### src/design/smtr_pkg.sv
// Package for the stacked message trace ring.
// Holds item codes, fixed limits and the command structs shared by the parser and the store.
package smtr_pkg;

	localparam logic [1:0] KIND_TX    = 2'd0;
	localparam logic [1:0] KIND_RX    = 2'd1;
	localparam logic [1:0] KIND_READ  = 2'd2;
	localparam logic [1:0] KIND_CLEAR = 2'd3;

	localparam logic [15:0] MIN_PACKET   = 16'd13;
	localparam logic [15:0] TRAILER      = 16'd4;
	localparam logic [7:0]  PING_MARK    = 8'hFF;
	localparam logic [16:0] LEN_SAT      = 17'd255;
	localparam logic [16:0] POS_MAX      = 17'h1FFFF;
	localparam logic [3:0]  HEADER_BYTES = 4'd8;
	localparam logic [5:0]  COL_CHANNEL  = 6'd0;
	localparam logic [5:0]  COL_LENGTH   = 6'd1;
	localparam logic [5:0]  COL_HEADER   = 6'd2;
	localparam logic [5:0]  COL_PAYLOAD  = 6'd10;

	typedef struct packed {
		logic       en;
		logic       dir;
		logic [7:0] row;
		logic [7:0] chan;
		logic [7:0] len;
		logic [63:0] hdr;
		logic [8:0] fill;
	} head_wr_t;

	typedef struct packed {
		logic       en;
		logic       dir;
		logic [7:0] row;
		logic [7:0] col;
		logic [7:0] data;
	} pay_wr_t;

	typedef struct packed {
		logic       en;
		logic       ok;
		logic       dir;
		logic [7:0] row;
		logic [5:0] col;
	} rd_req_t;

endpackage

### src/design/smtr_parse.sv
// Packet parser: walks the stacked packet byte by byte and issues row writes and read requests.
// Holds ring write rows and row valid bits; uses smtr_pkg.
module smtr_parse #(
	parameter int TRACE_ROWS = 16,
	parameter int TRACE_COLUMNS = 64
) (
	input  logic              clk,
	input  logic              arst_n,
	input  logic              accept,
	input  logic [1:0]        kind,
	input  logic [7:0]        channel_id,
	input  logic [15:0]       packet_length,
	input  logic [7:0]        data_byte,
	input  logic              last_byte,
	input  logic              read_direction,
	input  logic [3:0]        read_row,
	input  logic [5:0]        read_column,
	output smtr_pkg::head_wr_t head_wr,
	output smtr_pkg::pay_wr_t  pay_wr,
	output smtr_pkg::rd_req_t  rd_req,
	output logic [3:0]        tx_row,
	output logic [3:0]        rx_row,
	output logic              stored,
	output logic              filtered,
	output logic              rejected
);
	import smtr_pkg::*;

	localparam int RW = $clog2(TRACE_ROWS);

	typedef enum logic [2:0] {
		PH_IDLE, PH_SEEK, PH_HEADER, PH_PAYLOAD, PH_DONE
	} phase_t;

	phase_t            phase_q, phase_d;
	logic [16:0]       pos_q, pos_d;
	logic [17:0]       mend_q, mend_d;
	logic [3:0]        cnt_q, cnt_d;
	logic              dir_q, dir_d;
	logic [8:0]        fill_q, fill_d;
	logic [RW-1:0]     wrow_q [2];
	logic [RW-1:0]     wrow_d [2];
	logic [TRACE_ROWS-1:0] valid_q [2];
	logic [TRACE_ROWS-1:0] valid_d [2];
	logic [7:0]        hold_q [8];
	logic [7:0]        hold_d [8];

	logic [15:0] body_end;
	logic [RW-1:0] r;
	logic        ping;
	logic [15:0] pay;
	logic [17:0] msg_end;
	logic [16:0] mlen;
	logic [9:0]  full_fill;
	logic [8:0]  rrow_w;
	logic        commit;

	always_comb begin
		phase_d = phase_q;
		pos_d = pos_q;
		mend_d = mend_q;
		cnt_d = cnt_q;
		dir_d = dir_q;
		fill_d = fill_q;
		wrow_d = wrow_q;
		valid_d = valid_q;
		hold_d = hold_q;
		head_wr = '0;
		pay_wr = '0;
		stored = 1'b0;
		filtered = 1'b0;
		rejected = 1'b0;
		commit = 1'b0;
		body_end = packet_length - TRAILER;
		r = '0;
		ping = 1'b0;
		pay = '0;
		msg_end = '0;
		mlen = '0;
		full_fill = '0;
		if (accept) begin
			if (kind == KIND_CLEAR) begin
				phase_d = PH_IDLE;
				pos_d = '0;
				cnt_d = '0;
				mend_d = '0;
				wrow_d[0] = '0;
				wrow_d[1] = '0;
				valid_d[0] = '0;
				valid_d[1] = '0;
			end else if (kind != KIND_READ) begin
				if (phase_q == PH_IDLE) begin
					dir_d = kind[0];
					pos_d = '0;
					mend_d = 18'd1;
					cnt_d = '0;
					phase_d = (packet_length < MIN_PACKET) ? PH_DONE : PH_SEEK;
				end
				r = wrow_q[dir_d];
				if (packet_length < MIN_PACKET) begin
					phase_d = PH_DONE;
					rejected = last_byte;
				end else begin
					if (phase_d == PH_SEEK && {1'b0, pos_d} == mend_d) begin
						if ({1'b0, mend_d} + 19'd8 <= {3'b0, body_end}) begin
							phase_d = PH_HEADER;
							cnt_d = '0;
						end else begin
							phase_d = PH_DONE;
						end
					end
					if (phase_d == PH_HEADER) begin
						hold_d[cnt_d[2:0]] = data_byte;
						cnt_d = cnt_d + 4'd1;
						ping = (hold_d[0] == PING_MARK) || (hold_d[1] == PING_MARK);
						filtered = (cnt_d == 4'd2) && ping;
						if (cnt_d >= HEADER_BYTES) begin
							pay = {hold_d[6], hold_d[7]};
							msg_end = {1'b0, pos_d} + 18'd1 + {2'b0, pay};
							mlen = 17'd8 + {1'b0, pay};
							full_fill = 10'd10 + {1'b0, pay[8:0]};
							if (ping) begin
								mend_d = msg_end;
								phase_d = PH_SEEK;
							end else if (msg_end > {2'b0, body_end}) begin
								phase_d = PH_DONE;
							end else begin
								head_wr.en = 1'b1;
								head_wr.dir = dir_d;
								head_wr.row = 8'(r);
								head_wr.chan = channel_id;
								head_wr.len = (mlen > LEN_SAT) ? 8'hFF : mlen[7:0];
								head_wr.hdr = {hold_d[7], hold_d[6], hold_d[5], hold_d[4],
									hold_d[3], hold_d[2], hold_d[1], hold_d[0]};
								head_wr.fill = (pay[15:9] != '0 ||
									full_fill >= 10'(TRACE_COLUMNS)) ?
									9'(TRACE_COLUMNS) : full_fill[8:0];
								fill_d = 9'd10;
								valid_d[dir_d][r] = 1'b0;
								mend_d = msg_end;
								if (pay == '0) begin
									commit = 1'b1;
									phase_d = PH_SEEK;
								end else begin
									phase_d = PH_PAYLOAD;
								end
							end
						end
					end else if (phase_d == PH_PAYLOAD) begin
						if (fill_q < 9'(TRACE_COLUMNS)) begin
							pay_wr.en = 1'b1;
							pay_wr.dir = dir_d;
							pay_wr.row = 8'(r);
							pay_wr.col = fill_q[7:0];
							pay_wr.data = data_byte;
							fill_d = fill_q + 9'd1;
						end
						if ({1'b0, pos_d} + 18'd1 == mend_d) begin
							commit = 1'b1;
							phase_d = PH_SEEK;
						end
					end
				end
				if (commit) begin
					stored = 1'b1;
					valid_d[dir_d][r] = 1'b1;
					wrow_d[dir_d] = (32'(r) == TRACE_ROWS - 1) ? '0 : r + RW'(1);
				end
				if (pos_d < POS_MAX) begin
					pos_d = pos_d + 17'd1;
				end
				if (last_byte) begin
					phase_d = PH_IDLE;
					pos_d = '0;
					cnt_d = '0;
				end
			end
		end
	end

	assign rrow_w = {5'b0, read_row};
	assign rd_req.en = accept;
	assign rd_req.dir = read_direction;
	assign rd_req.row = rrow_w[7:0];
	assign rd_req.col = read_column;
	assign rd_req.ok = (kind == KIND_READ) && (rrow_w < 9'(TRACE_ROWS)) &&
		valid_q[read_direction][rrow_w[RW-1:0]];

	assign tx_row = 4'(wrow_d[0]);
	assign rx_row = 4'(wrow_d[1]);

	always_ff @(posedge clk or negedge arst_n) begin
		if (!arst_n) begin
			phase_q <= PH_IDLE;
			pos_q <= '0;
			mend_q <= '0;
			cnt_q <= '0;
			dir_q <= 1'b0;
			fill_q <= '0;
			wrow_q[0] <= '0;
			wrow_q[1] <= '0;
			valid_q[0] <= '0;
			valid_q[1] <= '0;
		end else begin
			phase_q <= phase_d;
			pos_q <= pos_d;
			mend_q <= mend_d;
			cnt_q <= cnt_d;
			dir_q <= dir_d;
			fill_q <= fill_d;
			wrow_q <= wrow_d;
			valid_q <= valid_d;
		end
	end

	always_ff @(posedge clk) begin
		hold_q <= hold_d;
	end

endmodule

### config.mk
export PLATFORM = sky130hd
export DESIGN_NAME = smtr_parse
export DESIGN_NICKNAME = d
export VERILOG_FILES = /design/src/design/smtr_pkg.sv /design/src/design/smtr_parse.sv
export SDC_FILE = /design/constraint.sdc
export NUM_CORES = 1
export LEC_CHECK = 0
export ABC_AREA = 1
export BUFFER_PORTS_ARGS = -buffer_cell sky130_fd_sc_hd__buf_2
export CORE_MARGIN = 2
export CORE_UTILIZATION = 50
export CTS_CLUSTER_DIAMETER = 200
export DETAILED_ROUTE_END_ITERATION = 8
export PLACE_DENSITY_LB_ADDON = 0.3
export REMOVE_ABC_BUFFERS = 1
export SLEW_MARGIN = 10
export SYNTH_ARGS = -nofsm -noshare
export SYNTH_HDL_FRONTEND = slang
export SYNTH_SLANG_ARGS = --single-unit
export TNS_END_PERCENT = 10
### constraint.sdc
create_clock -name clk -period 7.8 [get_ports clk]
set_input_delay 1.17 -clock clk [delete_from_list [all_inputs] [get_ports clk]]
set_output_delay 1.17 -clock clk [all_outputs]
set_load 0.01 [all_outputs]
==> flow_summary.yaml <==
run_status:
  status: "finished with violations"
  violations: "setup timing"
power_and_ir_drop:
  combPwrFrac_pct: 32.7
  vdd_drop_max_mv: 0.157
  p_per_area_nw_per_um2: 150
  p_seq_share_pct: 34.7
  switchingPower_uw: 1060
  p_leak_uw: 0.00910
  p_int_uw: 1650
  power_uw: 2710
  switching_share_pct: 39.1
  power_frac_clock_pct: 32.6
sta:
  fin_ws_ns: -0.913
  min_period_over_period_pct: 112
  setup_violations: 103
  finalHoldViolCount: 0
  min_period_ns: 8.71
  tns_ns: -79.15
  tightest_slew_ns: 1.30
  fmax_ghz: 0.115
  skew_ns: 0.0186
  rsz0062_at_grt: "yes"
  final-max-slew-violation-count: 0
  max_slew_margin_pct: 12.6
routing:
  drt_first_pass_iters: 6
  dr_total_vias: 15200
  drcViolationCount: 0
  drt-initial-drc-count: 1543
  final_antenna_net_count: 0
  wirelength_mm: 49.0
  viasPerCell: 5.60
  wl_per_cell_um: 18.1
place:
  place_inst: 2612
  hpwl_mm: 34.5
  placed_area_sq_um: 15900
  gp_congestion: 1.01
  port_buffers: 173
synthesis:
  synth_compound_area_share_pct: 14.9
  ys_warn_count: 0
  synth-seq-cells: 156
  synth_top_area_cell: "dfrtp_1"
  synth_fa_ha_area_share_pct: 5.68
  synth.area.top_cells: "dfrtp_1, edfxtp_1, nand2_1"
  syn_avg_cell_area_sq_um: 6.85
  synth-edff-count: 64
  synthMuxAreaShare_pct: 0
  synth-simple-area-share_pct: 32.7
  async_flop_share_pct: 59.0
  ys_types: 61
  synth_top_family_by_area: "simple AND/OR/NAND/NOR gates"
  synth_top_area_share_pct: 17.1
  synth_xor_area_share_pct: 3.78
  synth_area_sq_um: 13400
  syn_inst: 1963
  yosysSeqAreaShare_pct: 31.4
  synthFlopType: "dfrtp_1"
worst_hold_path:
  hold_path_end: "dir_q$_DFFE_PN0P_"
  hold_depth: 2
  hold_path.class: "reg2reg"
  hold_path.startpoint: "dir_q$_DFFE_PN0P_"
global_route:
  grt_pass1_vias: 14200
  antenna_found_initial: 0
  grt_use_total_pct: 33.0
  grt_pass1_wl_mm: 74.6
  overflow: 0
  grt_max_degree: 65
floorplanning:
  fp.dieW_um: 168
  io_pins: 202
  fp-row-count: 60
  coreArea_sq_um: 26700
  dieHeight_um: 168
  die_area_sq_um: 28200
  initial_core_util_pct: 50.5
final_layout:
  fin_nets: 2462
  area_growth_pct: 34.8
  design_area_sq_um: 18100
  drive_gt1_share_pct: 32.1
  finalNonFillerCells: 2706
  final_util_pct: 68.0
  diodes: 0
critical_path:
  cp.buffers_inverters: 8
  crit_fanout: 8
  critPathKind: "in2out"
  critPathMostFrequentCell: "nand2_1"
  critPathRequiredTime_ns: 6.63
  rr_startpoint: "phase_q[1]$_DFFE_PN0P_"
  cp.depth: 46
  regToRegSetupSlack_ns: -0.57
  reg2reg_depth: 64
  cp_slowest_cell: "o21ai_0"
  critPathMaxStageDelay_ns: 0.34
  cp.arrival_ns: 7.54
  start_kind: "input port"
  crit_path_end_kind: "output port"
  r2r_end: "wrow_q[6]$_DFF_PN0_"
  path_delay_family: "simple AND/OR/NAND/NOR gates"
clock_network:
  cts_htree_levels: 4
  worst_skew_pair.late_latency_ns: 0.44
  clock_sinks: 156
  hold_buffers: 0
  root_buffer: "clkbuf_16"
  cts_made_buffers: 17
  cts_tree: "built"
  clkTransAtPathRegs_ns: 0.08
  clockBufferDepth: 2
job:
  drv_cap: 0
Yosys cell counts (8+ instances only):
cell	instances
a21oi_1	72
buf_2	14
buf_4	30
clkbuf_1	32
dfrtp_1	92
edfxtp_1	64
ha_1	61
inv_1	251
inv_2	17
nand2_1	480
nand2_2	10
nand2_4	8
nand3_1	78
nand4_1	31
nor2_1	259
nor2_2	10
nor3_1	30
nor3b_1	32
nor4_1	10
o211ai_1	12
o21ai_0	139
o21ai_1	41
o21ai_2	28
o21bai_1	8
o22ai_1	20
xnor2_1	11
xor2_1	47
layer usage:
metal / share of wire (%) / wire [um] / track usage (%)
met5: 0 / 0 / 0
met4: 3.6 / 1750 / 11.5
met3: 7.4 / 3630 / 3.67
met2: 47 / 23000 / 55.6
met1: 42 / 20600 / 44.3
sequential cells by signal, summed over array words and instances (netlist names):
register / flops
dir_q: 1
valid_q: 32
mend_q: 18
wrow_q: 8
hold_q: 64
fill_q: 9
cnt_q: 4
phase_q: 3
pos_q: 17
cells by family (layout without fill, tap and decap cells):
logic type | Yosys count | count (layout)
other cells | 1 | 16
buf+inv | 360 | 746
fa+ha+maj | 61 | 61
compound gates | 346 | 346
flops | 156 | 156
simple gates | 981 | 982
xor+xnor | 58 | 58
power groups by stage:
stage | clock network, uW | logic, uW | registers [uW]
6_report | 885 | 886 | 940
5_1_grt | 920 | 963 | 945
4_1_cts | 888 | 823 | 938
3_5_place_dp | 0 | 749 | 954
3_3_place_gp | 0 | 738 | 953
2_1_floorplan | 0 | 438 | 948
cell type report:
cell class              instances  area (sq um)
repair buffers                441          3060
inverters                     273          1030
multi-input cells            1463          8770
fillers                      2201          8520
clock inverters                15           183
clock buffers                  17           425
flip-flops and latches        156          4220
well taps                     341           427
per-stage QoR:
| step | hold WS [ns] | setup slack, ns |
|---|---|---|
| floorplan | 0.446 | -1.05 |
| global placement | 0.462 | -0.870 |
| detailed placement | 0.472 | -1.08 |
| CTS | 0.490 | -0.497 |
| global route | 0.518 | -1.22 |
| finish | 0.484 | -0.913 |
timing repair:
item / in CTS / in global routing
gates cloned: 3 / 2
buffers inserted: 41 / 17
pin swaps: 42 / 66
endpoints found under the setup margin: 102 / 139
gates resized for setup: 113 / 138
how the worst max path moves through the flow:
stage                     start           to  slack, ns
3_5_place_dp   packet_length[3]    tx_row[0]      -1.08
6_report       packet_length[4]  head_wr[26]      -0.91
5_1_grt        packet_length[4]    tx_row[0]      -1.22
3_3_place_gp   packet_length[3]    tx_row[0]      -0.87
2_1_floorplan  packet_length[3]   head_wr[5]      -1.05
4_1_cts        packet_length[3]    rx_row[3]      -0.50
cells in the final DEF, fill, tap and decap left out, types with 20 or more instances in the layout:
cell,count
nor3_1,24
buf_4,249
nand2_2,31
nand2_1,454
dfrtp_1,92
nand4_1,31
buf_2,170
nor2_2,51
nor3b_2,28
inv_2,24
a21oi_1,53
ha_1,45
nor2_1,213
o21ai_2,32
inv_1,243
xor2_1,37
o21ai_0,130
nand3_1,70
o21ai_1,39
edfxtp_1,64
o22ai_1,20
worst min-delay path, cell delays in order (launching register included):
cell and delay, ns:
dfrtp_1 0.35, nand2_1 0.05, o21ai_0 0.06
(Power assumes the default switching activity.)
